### config.mk
export PLATFORM = sky130hd
export DESIGN_NAME = wav_stream_to_dac_samples
export DESIGN_NICKNAME = d
export VERILOG_FILES = /design/src/sv/wsd_pkg.sv /design/src/sv/wsd_front.sv /design/src/sv/wsd_queue.sv /design/src/sv/wsd_back.sv /design/src/sv/wav_stream_to_dac_samples.sv
export VERILOG_INCLUDE_DIRS = /design/src /design/src/sv
export SDC_FILE = /design/constraint.sdc
export NUM_CORES = 2
export LEC_CHECK = 0
export BUFFER_PORTS_ARGS = -buffer_cell sky130_fd_sc_hd__buf_4
export CAP_MARGIN = 10
export CELL_PAD_IN_SITES_DETAIL_PLACEMENT = 0
export CELL_PAD_IN_SITES_GLOBAL_PLACEMENT = 1
export CORE_ASPECT_RATIO = 0.5
export CORE_MARGIN = 1.5
export CORE_UTILIZATION = 35
export DETAILED_ROUTE_END_ITERATION = 16
export PLACE_DENSITY_LB_ADDON = 0.08
export SLEW_MARGIN = 10
export SYNTH_ARGS = -nofsm -noshare
export SYNTH_HDL_FRONTEND = slang
export SYNTH_SLANG_ARGS = --single-unit
### constraint.sdc
create_clock -name clk -period 26.4 [get_ports clk]
set_input_delay 5.28 -clock clk [delete_from_list [all_inputs] [get_ports clk]]
set_output_delay 5.28 -clock clk [all_outputs]
set_load 0.1 [all_outputs]
### src/sv/wav_stream_to_dac_samples_assert.svh
// ----------------------------------------------------------------------------
// wav stream assertion macros
// shared concurrent assertion forms, clocked on clk, disabled in reset
// ----------------------------------------------------------------------------
`ifndef WAV_STREAM_TO_DAC_SAMPLES_ASSERT_SVH
`define WAV_STREAM_TO_DAC_SAMPLES_ASSERT_SVH

// same-cycle implication
`define WSD_ASSERT_IMP(lbl, ante, cons) \
	lbl: assert property (@(posedge clk) disable iff (!arst_n) (ante) |-> (cons)) \
		else $error("wsd assertion failed");

// next-cycle implication
`define WSD_ASSERT_NXT(lbl, ante, cons) \
	lbl: assert property (@(posedge clk) disable iff (!arst_n) (ante) |=> (cons)) \
		else $error("wsd assertion failed");

`endif

### src/sv/wsd_pkg.sv
// ----------------------------------------------------------------------------
// wsd_pkg
// types, codes and constants of the wav stream decoder
// ----------------------------------------------------------------------------
package wsd_pkg;

	localparam int MaxFrameBytes = 4;
	localparam int VolumeShift   = 4;
	localparam int MaxDecLog     = 7;   // factor 128

	// parser phases
	localparam logic [2:0] PH_RIFF  = 3'd0;
	localparam logic [2:0] PH_CHUNK = 3'd1;
	localparam logic [2:0] PH_FMT   = 3'd2;
	localparam logic [2:0] PH_SKIP  = 3'd3;
	localparam logic [2:0] PH_DATA  = 3'd4;
	localparam logic [2:0] PH_HALT  = 3'd5;

	// result kinds
	localparam logic [1:0] KIND_SAMPLE = 2'd0;
	localparam logic [1:0] KIND_FMT_OK = 2'd1;
	localparam logic [1:0] KIND_ERR    = 2'd2;
	localparam logic [1:0] KIND_END    = 2'd3;

	// register indexes
	localparam logic CFG_VOLUME     = 1'b0;
	localparam logic CFG_RATE_LIMIT = 1'b1;

	localparam logic [31:0] TAG_RIFF = 32'h52494646;
	localparam logic [31:0] TAG_WAVE = 32'h57415645;
	localparam logic [31:0] TAG_FMT  = 32'h666D7420;
	localparam logic [31:0] TAG_DATA = 32'h64617461;

	localparam logic [4:0]  VOLUME_RESET = 5'd1;
	localparam logic [15:0] LIMIT_RESET  = 16'd16000;
	localparam logic [12:0] SAMPLE_MAX   = 13'h0FFF;

	// one classified request between front and back
	typedef struct packed {
		logic [1:0]  kind;
		logic [31:0] frame;   // raw frame bytes, byte 0 in the low bits
		logic [15:0] rate;
		logic        sixteen;
		logic        stereo;
		logic        last;
	} entry_t;

endpackage

### src/sv/wsd_front.sv
// ----------------------------------------------------------------------------
// wsd_front
// byte parser: header, chunk walk, fmt check, frame gather and decimation
// ----------------------------------------------------------------------------
module wsd_front (
	input  logic                 clk,
	input  logic                 arst_n,
	input  logic                 accept,
	input  logic [7:0]           data_byte,
	input  logic                 end_of_file,
	input  logic [15:0]          rate_limit,
	output logic [1:0]           push_cnt,
	output wsd_pkg::entry_t      push0,
	output wsd_pkg::entry_t      push1
);

	logic [2:0]  phase_q, phase_d;
	logic [31:0] pos_q, pos_d;
	logic [31:0] tag_q, tag_d;
	logic [31:0] len_q, len_d;
	logic        stereo_q, stereo_d;
	logic        sixteen_q, sixteen_d;
	logic [2:0]  fbytes_q, fbytes_d;
	logic [31:0] irate_q, irate_d;
	logic [7:0]  factor_q, factor_d;
	logic [7:0]  count_q, count_d;
	logic [23:0] buf_q, buf_d;
	logic        seen_q, seen_d;
	logic [15:0] code_q, code_d;
	logic [15:0] chan_q, chan_d;
	logic [15:0] align_q, align_d;
	logic [15:0] bits_q, bits_d;
	logic [1:0]  fill_q, fill_d;

	// fmt chunk fields after this byte
	logic [15:0] nf_code, nf_chan, nf_align, nf_bits;
	logic [31:0] nf_rate;
	logic [15:0] sh16;
	logic [31:0] sh32;
	logic        fmt_ok;
	logic [7:0]  le;
	logic [2:0]  hsel;
	logic [31:0] hrate;

	always_comb begin
		sh16 = {8'd0, data_byte} << {pos_q[0], 3'b000};
		sh32 = {24'd0, data_byte} << {pos_q[1:0], 3'b000};
		nf_code  = code_q;
		nf_chan  = chan_q;
		nf_align = align_q;
		nf_bits  = bits_q;
		nf_rate  = irate_q;
		if (pos_q < 32'd2)
			nf_code = code_q | sh16;
		else if (pos_q < 32'd4)
			nf_chan = chan_q | sh16;
		else if (pos_q < 32'd8)
			nf_rate = irate_q | sh32;
		else if (pos_q >= 32'd12 && pos_q < 32'd14)
			nf_align = align_q | sh16;
		else if (pos_q >= 32'd14 && pos_q < 32'd16)
			nf_bits = bits_q | sh16;
	end

	assign fmt_ok = (nf_code == 16'd1) && (nf_chan == 16'd1 || nf_chan == 16'd2)
		&& (nf_align != 16'd0) && (nf_align <= 16'(wsd_pkg::MaxFrameBytes))
		&& (nf_bits == 16'd8 || nf_bits == 16'd16);

	// rate halving as fixed shift compares
	always_comb begin
		for (int h = 0; h <= wsd_pkg::MaxDecLog; h++)
			le[h] = (nf_rate >> h) <= {16'd0, rate_limit};
		hsel = 3'd0;
		for (int h = wsd_pkg::MaxDecLog; h >= 0; h--)
			if (le[h]) hsel = 3'(h);
		hrate = nf_rate >> hsel;
	end

	logic        r1_v, r2_v, r3_v;
	logic [1:0]  r1_kind, r3_kind;
	logic [31:0] r1_frame;
	logic [15:0] r1_rate;
	logic [31:0] frame_w;
	wsd_pkg::entry_t e_r1, e_r2, e_r3;

	assign frame_w = {8'd0, buf_q} | ({24'd0, data_byte} << {fill_q, 3'b000});

	always_comb begin
		phase_d = phase_q; pos_d = pos_q; tag_d = tag_q; len_d = len_q;
		stereo_d = stereo_q; sixteen_d = sixteen_q; fbytes_d = fbytes_q;
		irate_d = irate_q; factor_d = factor_q; count_d = count_q; buf_d = buf_q;
		seen_d = seen_q; code_d = code_q; chan_d = chan_q; align_d = align_q;
		bits_d = bits_q; fill_d = fill_q;
		r1_v = 1'b0; r1_kind = wsd_pkg::KIND_ERR; r1_frame = 32'd0; r1_rate = 16'd0;
		r2_v = 1'b0; r3_v = 1'b0; r3_kind = wsd_pkg::KIND_ERR;

		unique case (phase_q)
			wsd_pkg::PH_RIFF: begin
				if (pos_q < 32'd4 || (pos_q >= 32'd8 && pos_q < 32'd12))
					tag_d = {tag_q[23:0], data_byte};
				if (pos_q == 32'd3 && tag_d != wsd_pkg::TAG_RIFF) begin
					r1_v = 1'b1; phase_d = wsd_pkg::PH_HALT;
				end else if (pos_q == 32'd11 && tag_d != wsd_pkg::TAG_WAVE) begin
					r1_v = 1'b1; phase_d = wsd_pkg::PH_HALT;
				end else if (pos_q >= 32'd11) begin
					phase_d = wsd_pkg::PH_CHUNK; pos_d = 32'd0;
				end else begin
					pos_d = pos_q + 32'd1;
				end
			end
			wsd_pkg::PH_CHUNK: begin
				if (pos_q < 32'd4) begin
					tag_d = {tag_q[23:0], data_byte};
					if (pos_q == 32'd0) len_d = 32'd0;
					pos_d = pos_q + 32'd1;
				end else begin
					len_d = len_q | sh32;
					if (pos_q >= 32'd7) begin
						pos_d = 32'd0;
						if (tag_q == wsd_pkg::TAG_FMT) begin
							code_d = 16'd0; chan_d = 16'd0; align_d = 16'd0; bits_d = 16'd0;
							irate_d = 32'd0;
							phase_d = wsd_pkg::PH_FMT;
							// empty fmt: code reads as zero
							if (len_d == 32'd0) begin
								r1_v = 1'b1; phase_d = wsd_pkg::PH_HALT;
							end
						end else if (tag_q == wsd_pkg::TAG_DATA) begin
							if (!seen_q) begin
								r1_v = 1'b1; phase_d = wsd_pkg::PH_HALT;
							end else begin
								phase_d = wsd_pkg::PH_DATA;
								fill_d = 2'd0; buf_d = 24'd0; count_d = 8'd1;
								if (len_d == 32'd0) begin
									r1_v = 1'b1; r1_kind = wsd_pkg::KIND_END;
									phase_d = wsd_pkg::PH_HALT;
								end
							end
						end else begin
							phase_d = (len_d == 32'd0) ? wsd_pkg::PH_CHUNK : wsd_pkg::PH_SKIP;
						end
					end else begin
						pos_d = pos_q + 32'd1;
					end
				end
			end
			wsd_pkg::PH_FMT: begin
				code_d = nf_code; chan_d = nf_chan; align_d = nf_align;
				bits_d = nf_bits; irate_d = nf_rate;
				pos_d = pos_q + 32'd1;
				if (pos_d == len_q) begin
					r1_v = 1'b1;
					if (!fmt_ok || !(|le)) begin
						phase_d = wsd_pkg::PH_HALT;
					end else begin
						stereo_d = (nf_chan == 16'd2);
						sixteen_d = (nf_bits == 16'd16);
						fbytes_d = nf_align[2:0];
						factor_d = 8'd1 << hsel;
						seen_d = 1'b1;
						r1_kind = wsd_pkg::KIND_FMT_OK;
						r1_rate = hrate[15:0];
						phase_d = wsd_pkg::PH_CHUNK;
						pos_d = 32'd0;
					end
				end
			end
			wsd_pkg::PH_SKIP: begin
				pos_d = pos_q + 32'd1;
				if (pos_d == len_q) begin
					phase_d = wsd_pkg::PH_CHUNK; pos_d = 32'd0;
				end
			end
			wsd_pkg::PH_DATA: begin
				if ({1'b0, fill_q} + 3'd1 >= fbytes_q) begin
					buf_d = 24'd0; fill_d = 2'd0;
					if (count_q >= factor_q) begin
						count_d = 8'd1;
						r1_v = 1'b1; r1_kind = wsd_pkg::KIND_SAMPLE; r1_frame = frame_w;
					end else begin
						count_d = count_q + 8'd1;
					end
				end else begin
					if (fill_q != 2'd3) buf_d = frame_w[23:0];
					fill_d = fill_q + 2'd1;
				end
				pos_d = pos_q + 32'd1;
				if (pos_d == len_q) begin
					r2_v = 1'b1; phase_d = wsd_pkg::PH_HALT;
				end
			end
			default: ;
		endcase

		if (end_of_file) begin
			if (phase_d == wsd_pkg::PH_DATA) begin
				r3_v = 1'b1; r3_kind = wsd_pkg::KIND_END;
			end else if (phase_d != wsd_pkg::PH_HALT) begin
				r3_v = 1'b1;
			end
			phase_d = wsd_pkg::PH_RIFF; pos_d = 32'd0; tag_d = 32'd0; len_d = 32'd0;
			stereo_d = 1'b0; sixteen_d = 1'b0; fbytes_d = 3'd1; irate_d = 32'd0;
			factor_d = 8'd1; count_d = 8'd1; buf_d = 24'd0; seen_d = 1'b0;
			code_d = 16'd0; chan_d = 16'd0; align_d = 16'd0; bits_d = 16'd0;
			fill_d = 2'd0;
		end
	end

	// order the results of this byte into at most two requests
	always_comb begin
		e_r1 = '{kind: r1_kind, frame: r1_frame, rate: r1_rate,
			sixteen: sixteen_q, stereo: stereo_q, last: 1'b0};
		e_r2 = '{kind: wsd_pkg::KIND_END, frame: 32'd0, rate: 16'd0,
			sixteen: 1'b0, stereo: 1'b0, last: 1'b0};
		e_r3 = '{kind: r3_kind, frame: 32'd0, rate: 16'd0,
			sixteen: 1'b0, stereo: 1'b0, last: 1'b0};
		push0 = r1_v ? e_r1 : (r2_v ? e_r2 : e_r3);
		push1 = (r1_v && r2_v) ? e_r2 : e_r3;
		push_cnt = 2'({1'b0, r1_v} + {1'b0, r2_v} + {1'b0, r3_v});
		if (!accept) push_cnt = 2'd0;
		push0.last = (push_cnt == 2'd1);
		push1.last = 1'b1;
	end

	always_ff @(posedge clk or negedge arst_n) begin
		if (!arst_n) begin
			phase_q <= wsd_pkg::PH_RIFF; pos_q <= 32'd0; tag_q <= 32'd0; len_q <= 32'd0;
			stereo_q <= 1'b0; sixteen_q <= 1'b0; fbytes_q <= 3'd1; irate_q <= 32'd0;
			factor_q <= 8'd1; count_q <= 8'd1; buf_q <= 24'd0; seen_q <= 1'b0;
			code_q <= 16'd0; chan_q <= 16'd0; align_q <= 16'd0; bits_q <= 16'd0;
			fill_q <= 2'd0;
		end else if (accept) begin
			phase_q <= phase_d; pos_q <= pos_d; tag_q <= tag_d; len_q <= len_d;
			stereo_q <= stereo_d; sixteen_q <= sixteen_d; fbytes_q <= fbytes_d;
			irate_q <= irate_d; factor_q <= factor_d; count_q <= count_d; buf_q <= buf_d;
			seen_q <= seen_d; code_q <= code_d; chan_q <= chan_d; align_q <= align_d;
			bits_q <= bits_d; fill_q <= fill_d;
		end
	end

endmodule

### src/sv/wsd_queue.sv
// ----------------------------------------------------------------------------
// wsd_queue
// four-entry request queue, up to two pushes and one pop per cycle
// ----------------------------------------------------------------------------
`include "wav_stream_to_dac_samples_assert.svh"

module wsd_queue (
	input  logic            clk,
	input  logic            arst_n,
	input  logic [1:0]      push_cnt,
	input  wsd_pkg::entry_t push0,
	input  wsd_pkg::entry_t push1,
	input  logic            pop,
	output logic            room2,
	output logic            head_valid,
	output wsd_pkg::entry_t head
);

	wsd_pkg::entry_t slot_q [4];
	logic [1:0] wr_q, rd_q;
	logic [2:0] cnt_q;
	logic       do_pop;

	assign head_valid = (cnt_q != 3'd0);
	assign head = slot_q[rd_q];
	assign room2 = (cnt_q <= 3'd2);
	assign do_pop = pop && head_valid;

	always_ff @(posedge clk) begin
		if (push_cnt != 2'd0) slot_q[wr_q] <= push0;
		if (push_cnt == 2'd2) slot_q[wr_q + 2'd1] <= push1;
	end

	always_ff @(posedge clk or negedge arst_n) begin
		if (!arst_n) begin
			wr_q <= 2'd0; rd_q <= 2'd0; cnt_q <= 3'd0;
		end else begin
			wr_q <= wr_q + push_cnt;
			rd_q <= rd_q + {1'b0, do_pop};
			cnt_q <= cnt_q + {1'b0, push_cnt} - {2'd0, do_pop};
		end
	end

	`WSD_ASSERT_IMP(a_no_overflow, push_cnt != 2'd0, cnt_q + {1'b0, push_cnt} <= 3'd4)
	`WSD_ASSERT_IMP(a_pop_nonempty, pop, head_valid)
	`WSD_ASSERT_NXT(a_single_drain, push_cnt == 2'd0 && do_pop, cnt_q == $past(cnt_q) - 3'd1)

endmodule

### src/sv/wsd_back.sv
// ----------------------------------------------------------------------------
// wsd_back
// sample conversion, mix, volume scale and output register
// ----------------------------------------------------------------------------
module wsd_back (
	input  logic            clk,
	input  logic            arst_n,
	input  logic            head_valid,
	input  wsd_pkg::entry_t head,
	input  logic [4:0]      volume,
	input  logic            out_stall,
	output logic            pop,
	output logic            out_valid,
	output logic [1:0]      kind,
	output logic [11:0]     sample,
	output logic [15:0]     output_rate,
	output logic            last_of_run
);

	logic [11:0] a, c;
	logic [12:0] mix;
	logic [16:0] prod;
	logic [12:0] scaled;
	logic [11:0] smp;
	logic        valid_q;

	always_comb begin
		if (head.sixteen) begin
			// signed 16-bit plus half scale, top 12 bits
			a = {~head.frame[15], head.frame[14:4]};
			c = {~head.frame[31], head.frame[30:20]};
		end else begin
			a = {head.frame[7:0], 4'h0};
			c = {head.frame[15:8], 4'h0};
		end
		mix = head.stereo ? (({1'b0, a} + {1'b0, c}) >> 1) : {1'b0, a};
		prod = mix[11:0] * volume;
		scaled = 13'(prod >> wsd_pkg::VolumeShift);
		smp = (scaled > wsd_pkg::SAMPLE_MAX) ? 12'hFFF : scaled[11:0];
	end

	assign pop = head_valid && (!valid_q || !out_stall);
	assign out_valid = valid_q;

	always_ff @(posedge clk or negedge arst_n) begin
		if (!arst_n) valid_q <= 1'b0;
		else if (!valid_q || !out_stall) valid_q <= head_valid;
	end

	always_ff @(posedge clk) begin
		if (pop) begin
			kind <= head.kind;
			sample <= (head.kind == wsd_pkg::KIND_SAMPLE) ? smp : 12'd0;
			output_rate <= head.rate;
			last_of_run <= head.last;
		end
	end

endmodule

### src/sv/wav_stream_to_dac_samples.sv
// ----------------------------------------------------------------------------
// wav_stream_to_dac_samples
// riff/wave pcm byte-stream decoder producing 12-bit dac samples
// ----------------------------------------------------------------------------
// channel   direction  handshake           payload
// in        to block   in_valid/in_stall   data_byte, end_of_file
// out       from block out_valid/out_stall kind, sample, output_rate, last_of_run
// cfg       to block   cfg_valid/cfg_ready cfg_index, cfg_data
//
// one byte per cycle is taken while the request queue has two free slots
// a byte's results pass through the request queue before they reach the output register
// the output register drains one request per cycle while out_stall is low, so a byte
//   with two results is presented to the back end as two requests in turn
// reset clears the parser, the queue and the output valid, and loads the registers
// out_stall holds the output register; in_stall rises once fewer than two
//   queue slots are free
// ----------------------------------------------------------------------------
module wav_stream_to_dac_samples (
	input  logic        clk,
	input  logic        arst_n,
	input  logic        in_valid,
	output logic        in_stall,
	input  logic [7:0]  data_byte,
	input  logic        end_of_file,
	output logic        out_valid,
	input  logic        out_stall,
	output logic [1:0]  kind,
	output logic [11:0] sample,
	output logic [15:0] output_rate,
	output logic        last_of_run,
	input  logic        cfg_valid,
	output logic        cfg_ready,
	input  logic        cfg_index,
	input  logic [15:0] cfg_data
);

	// configuration registers
	logic [4:0]  volume_q;
	logic [15:0] limit_q;

	// front to queue
	logic [1:0]      push_cnt;
	wsd_pkg::entry_t push0, push1;
	logic            accept;
	logic            room2;

	// queue to back
	logic            head_valid, pop;
	wsd_pkg::entry_t head;

	assign cfg_ready = 1'b1;
	assign in_stall = !room2;
	assign accept = in_valid && room2;

	always_ff @(posedge clk or negedge arst_n) begin
		if (!arst_n) begin
			volume_q <= wsd_pkg::VOLUME_RESET;
			limit_q <= wsd_pkg::LIMIT_RESET;
		end else if (cfg_valid) begin
			unique case (cfg_index)
				wsd_pkg::CFG_VOLUME:     volume_q <= cfg_data[4:0];
				wsd_pkg::CFG_RATE_LIMIT: limit_q <= cfg_data;
				default: ;
			endcase
		end
	end

	// front: parse and classify each request
	wsd_front u_front (
		.clk(clk), .arst_n(arst_n), .accept(accept),
		.data_byte(data_byte), .end_of_file(end_of_file),
		.rate_limit(limit_q),
		.push_cnt(push_cnt), .push0(push0), .push1(push1)
	);

	// decoupling queue
	wsd_queue u_queue (
		.clk(clk), .arst_n(arst_n),
		.push_cnt(push_cnt), .push0(push0), .push1(push1),
		.pop(pop), .room2(room2), .head_valid(head_valid), .head(head)
	);

	// back: convert and present results
	wsd_back u_back (
		.clk(clk), .arst_n(arst_n),
		.head_valid(head_valid), .head(head), .volume(volume_q),
		.out_stall(out_stall), .pop(pop), .out_valid(out_valid),
		.kind(kind), .sample(sample), .output_rate(output_rate),
		.last_of_run(last_of_run)
	);

endmodule

# ---- Yosys cells after proc, flatten, opt, wreduce, memory -nomap -nowiden
# Memories as Yosys holds them, arrays and structs flattened.
# Cells that the tools add are included.
dict set report word_totals {
  register_bits 303
  ram_bits 212
  out_inout_bits 34
  mem_count 1
}
dict set report op_classes {
  n_addsub 12
  mul 1
  order_cmp 24
  eq_ne 34
  shifts 5
  muxes 168
  bitwise_logic 10
  n_reduce_logical 48
}
# memory words word_bits rd rd_ports_with_merged_regs write_ports line
set memory_table {}
lappend memory_table {u_queue.slot_q 4 53 1 0 2 wsd_queue.sv:19} ;# wsd_pkg::entry_t slot_q [4];
# cell n
set op_table {}
lappend op_table {{32-bit 2-to-1 mux} 27}
lappend op_table {{16-bit 2-to-1 mux} 22}
lappend op_table {{24-bit 2-to-1 mux} 8}
lappend op_table {{32-bit case mux with 5 select lines} 1}
lappend op_table {{53-bit 2-to-1 mux} 3}
lappend op_table {{32-bit by 4-bit >= comparator with 1-bit output (second input constant)} 4}
lappend op_table {{16-bit case mux with 2 select lines} 4}
lappend op_table {{32-bit case mux with 2 select lines} 2}
lappend op_table {{32-bit by 4-bit < comparator with 1-bit output (second input constant)} 3}
lappend op_table {{8-bit 2-to-1 mux} 12}
lappend op_table {{3-bit 2-to-1 mux} 26}
lappend op_table {{32-bit by 31-bit == test with 1-bit output (second input constant)} 2}
lappend op_table {{32-bit logical NOT} 2}
lappend op_table {{32-bit by 31-bit != test with 1-bit output (second input constant)} 2}
lappend op_table {{16-bit bitwise OR} 4}
lappend op_table {{32-bit bitwise OR} 2}
lappend op_table {{8-bit by 5-bit left shift with 32-bit output} 2}
lappend op_table {{12-bit 2-to-1 mux} 4}
lappend op_table {{24-bit case mux with 2 select lines} 1}
lappend op_table {{2-bit 2-to-1 mux} 19}
lappend op_table {{1-bit 2-to-1 mux} 34}
lappend op_table {{32-bit by 1-bit adder with 32-bit output (second input constant)} 1}
lappend op_table {{16-bit by 1-bit == test with 1-bit output (second input constant)} 2}
lappend op_table {{32-bit by 2-bit == test with 1-bit output (second input constant)} 1}
lappend op_table {{other kinds (67)} 114}

# ---- Longest topological paths before layout
dict set report depth {
  depth_word 24
  depth_mapped 34
  mapped_depth_nobuf 29
}

# ---- Hierarchy
# A second synthesis with hierarchy kept.
dict set report hier_totals {
  cells_unflattened 3160
  hier_area_um2 33021.7
}
# mod n_inst cells_per_inst area_each_um2 seq_area_each_um2
set modules_own_cells {}
lappend modules_own_cells {wsd_front 1 2152 17739.5 6084.6}
lappend modules_own_cells {wsd_queue 1 554 10613.9 6541.3}
lappend modules_own_cells {wsd_back 1 405 3847.4 955.9}
lappend modules_own_cells {wav_stream_to_dac_samples 1 49 820.8 534.3}

# ---- Worst setup path after synthesis
# OpenSTA, ideal clock, no wires.
dict set report synth_path {
  path_kind {input to register}
  start {input port data_byte[2]}
  end {memory u_queue.slot_q[3][20] (netlist bit)}
  setup_ns 0.059
  arrival_ns 10.212
  required_ns 26.341
  slack_ns 16.129
  path_stages 26
  path_cell_list {clkbuf_1 > nor2b_1 > clkbuf_1 > and2_1 > a21oi_1 > inv_1 > ha_1 > and3_1 > a221o_1 > a221oi_1 > o21a_1 > o21ai_0 > a21o_1 > a211oi_1 > o21ai_1 > a21oi_1 > nor3_1 > nor2_1 > fa_1 > clkbuf_1 > a21oi_1 > nor2_1 > nand2_1 > clkbuf_1 > clkbuf_1 > a22o_1}
}
# element line
set synth_lines {}
lappend synth_lines {{from (decl)} wav_stream_to_dac_samples.sv:23} ;# input logic [7:0] data_byte,
lappend synth_lines {{to (decl)} wsd_queue.sv:19}

==> run metrics <==
outcome=completed; FF-to-FF Start=u_queue.rd_q[1]$_DFF_PN0_; Max Fclk=roughly 86 MHz; Initial Util=0.355; Synthesis Warnings=0; sequential share of power=0.361; Leak Pwr=~14 nW; top_reg_cell synth=dfrtp_1; port bufs=63; CORE AREA=0.0818 mm²; TritonCTS Buffers=50; CP cell instances=buf_4, nor2b_1, and2_1, a21oi_1, inv_1, ha_1, and3_1, a221o_1, a221oi_1, o21a_1, o21ai_0, a21o_1, a211oi_1, o21ai_1, a21oi_1, nor3_1, nor2_1, fa_1, nor2b_1, a21oi_1, nor2_1, nand2_2, buf_4, a22o_1; Die Y-Extent=between 200 and 250 µm; maximum vdd drop=between 50 and 60 µV; clk_lat worst skew=roughly 620 ps; DR WL met3=between 4000 and 5000 µm; post-route setup TNS=0 ps; via count=roughly 23000; clock share of power=0.289; clk buf depth=3; initial antenna violation count=5; largest net degree at the start of global routing=95; Wirelength per Cell=about 23 µm; Antenna Violating Nets Remaining=0; fin worst setup slack=~15000 ps; CP peak stage delay=590 ps; Vias per Instance=~5.7; Worst R2R Setup Slack=roughly 18000 ps; Pre-antenna DRT Iters=5; # setup viols final=0; RSZ-0062 raised after global routing=no; CP Class=input port to flip-flop; P_int=1.58 mW; CP max stage cell=fa_1; Root Driver=clkbuf_16; die area=roughly 0.085 mm²; Layout fillers=between 8000 and 9000; Comb pwr share=0.350; Final min period=roughly 12000 ps; CP Capture Type=flip-flop; pre-CTS setup slack=roughly 14000 ps; Async S/R FF share, synth=0.541; Startpoint Class=input port; DR WL met2=40900 µm; nets=between 3000 and 4000; number of enable flip-flop cells after synthesis=35; Crit path arrival time=roughly 12000 ps; Layout Cells excl Fill=between 4000 and 5000; DRC=0; Total GRT Usage=0.224; Initial DRC Count=1894; layout cell share with drive strength beyond 1=0.121; sw frac=0.407; Final GP Congestion=approximately 0.87; post-synthesis cell type count=100; Syn Nets=approximately 3200; setup bufs post-CTS=0; net switching power=~1.1 mW; period utilization=0.441; CTS tree=yes; Cells after DPL=between 3000 and 4000; num ports=65; HP Start=u_queue.slot_q[0][2]$_SDFFE_PP0P_; Final Slew Violations=0; met1 WL=between 40000 and 50000 µm; post-detail-place hpwl=65300 µm; clock sinks=approximately 500; register area share after synthesis=0.400; clk_skew=a little over 30 ps; type of the worst min-delay path=flip-flop to flip-flop; width of the die=410 µm; CTS-repair resized insts=0; Worst path most repeated cell=a21oi_1; grt total ovfl=0; Max FO, Critical Path=26; vias in the first global route=22700; top sig layer=met5; first-pass GRT wire length=around 150000 µm; WL final=between 90000 and 100000 µm; CTS H-tree lvls=2; power density cells=82.8 mW/mm²; area grow syn2layout=11.0%; Tightest Pin Transition=roughly 1200 ps; Core Rows=74; CTS clk-pin slew, worst paths=around 70 ps; CTS Hold Bufs=0; synthesized instance count=roughly 3000; Setup crit start=data_byte[2]; Hold Fails Final Rpt=0; worst rel slew slack=0.183; Synth Cell Area=0.0290 mm²; Synth Area per Inst=between 9 and 10 µm²; Req. time, crit path=between 20000 and 30000 ps; max cap viols=0; Yosys reg bits=approximately 500
## sequential cells by signal (all words and copies together), names as in the netlist, 20 cells and up
signal           cells
u_front.pos_q       32
u_front.len_q       32
u_front.irate_q     32
u_queue.slot_q     196
u_front.tag_q       32
u_front.buf_q       20
## cell usage in the layout, fill, tap and decap left out, types with 17 or more instances in the layout
cell type / count
dfrtp_1: 256
nand2_1: 248
a22o_1: 213
nor2_1: 198
dfxtp_1: 192
ha_1: 182
a21oi_1: 164
o21ai_0: 155
inv_1: 119
buf_4: 109
a31oi_1: 69
mux2i_1: 62
clkbuf_16: 54
mux4_2: 48
nand3_1: 45
xnor2_1: 44
and2_1: 43
nor4_1: 43
a22oi_1: 37
edfxtp_1: 35
mux2_2: 34
nor3_1: 34
a21o_1: 34
nand4_1: 34
nand2b_1: 32
fa_1: 32
a32o_1: 28
nor2b_1: 25
and3_1: 23
o31ai_1: 21
or2_2: 20
xor2_1: 18
or3_1: 17
o21a_1: 17
a211oi_1: 17
## layout make-up
cell class / instances / area (µm²) / area share
repair buffers: 110 / 833 / 0.0258
well taps: 1102 / 1380 / 0.0428
clock buffers: 69 / 1480 / 0.0458
multi-input cells: 2155 / 16200 / 0.502
inverters: 122 / 458 / 0.0142
clock inverters: 25 / 270 / 0.00838
diodes: 3 / 7.51 / 0.000233
flip-flops and latches: 495 / 11600 / 0.360
## metrics by stage
stage,total power [mW],cell area [µm²],utilization,hold slack [ps]
6_report,2.67,32200,0.394,459
5_1_grt,2.82,32200,0.394,486
4_1_cts,2.69,32200,0.394,459
3_5_place_dp,1.91,30500,0.372,443
3_3_place_gp,1.90,30500,0.372,438
2_1_floorplan,1.60,29000,-,420
## critical path, delay by kind of cell
family                   cells  cell delay (ps)
adder cells (fa/ha/maj)      2              840
AO/OA/AOI/OAI               11             2920
buffers and inverters        3              940
AND/OR/NAND/NOR              8             2080
## power groups by stage
stage / Clock, mW / Sequential [mW] / Combinational (mW)
2_1_floorplan: 0 / 1.01 / 0.596
3_3_place_gp: 0 / 0.977 / 0.927
3_5_place_dp: 0 / 0.977 / 0.931
4_1_cts: 0.794 / 0.962 / 0.933
5_1_grt: 0.825 / 0.979 / 1.02
6_report: 0.770 / 0.963 / 0.935
## cell usage after synthesis, types with 35 or more instances
library cell	number	area [µm²]
a21oi_1	168	841
a22o_1	213	1870
a22oi_1	37	278
a31oi_1	69	432
and2_1	43	269
clkbuf_1	144	541
dfrtp_1	258	6460
dfxtp_1	192	3840
edfxtp_1	35	1050
ha_1	182	2280
inv_1	119	447
mux2i_1	62	621
mux4_2	48	1080
nand2_1	250	938
nand3_1	46	230
nor2_1	200	751
nor4_1	43	269
o21ai_0	155	776
xnor2_1	44	385
## cell families (layout without fill, tap and decap cells)
logic type               count (synthesis)  after routing  synth area share
adder cells (fa/ha/maj)                214            214             0.100
other                                    1              4          0.000129
buffers and inverters                  318            326            0.0448
AND/OR/NAND/NOR                        851            851             0.152
multiplexers                           145            145            0.0721
flip-flops                             495            495             0.400
AO/OA/AOI/OAI                          881            881             0.211
XOR/XNOR                                63             63            0.0193
## final timing paths
check	to	depth (start not counted)
max reg2reg	u_back.sample[3]$_SDFFCE_PP0P_	28
max	u_queue.slot_q[1][7]$_SDFFE_PP0P_	24
min reg2reg	u_queue.slot_q[0][2]$_SDFFE_PP0P_	2
max in group asynchronous	u_queue.rd_q[1]$_DFF_PN0_	3
min	u_queue.slot_q[0][2]$_SDFFE_PP0P_	2
min in group asynchronous	u_front.pos_q[24]$_DFFE_PN0P_	1
## metal layers
layer | vias up | track usage
met1 | 11700 | 0.337
met4 | 4 | 0.0460
met3 | 98 | 0.0355
met5 | - | 0
met2 | 529 | 0.338
li1 | 11000 | -
Note: power is estimated with default switching activity, not from simulation.
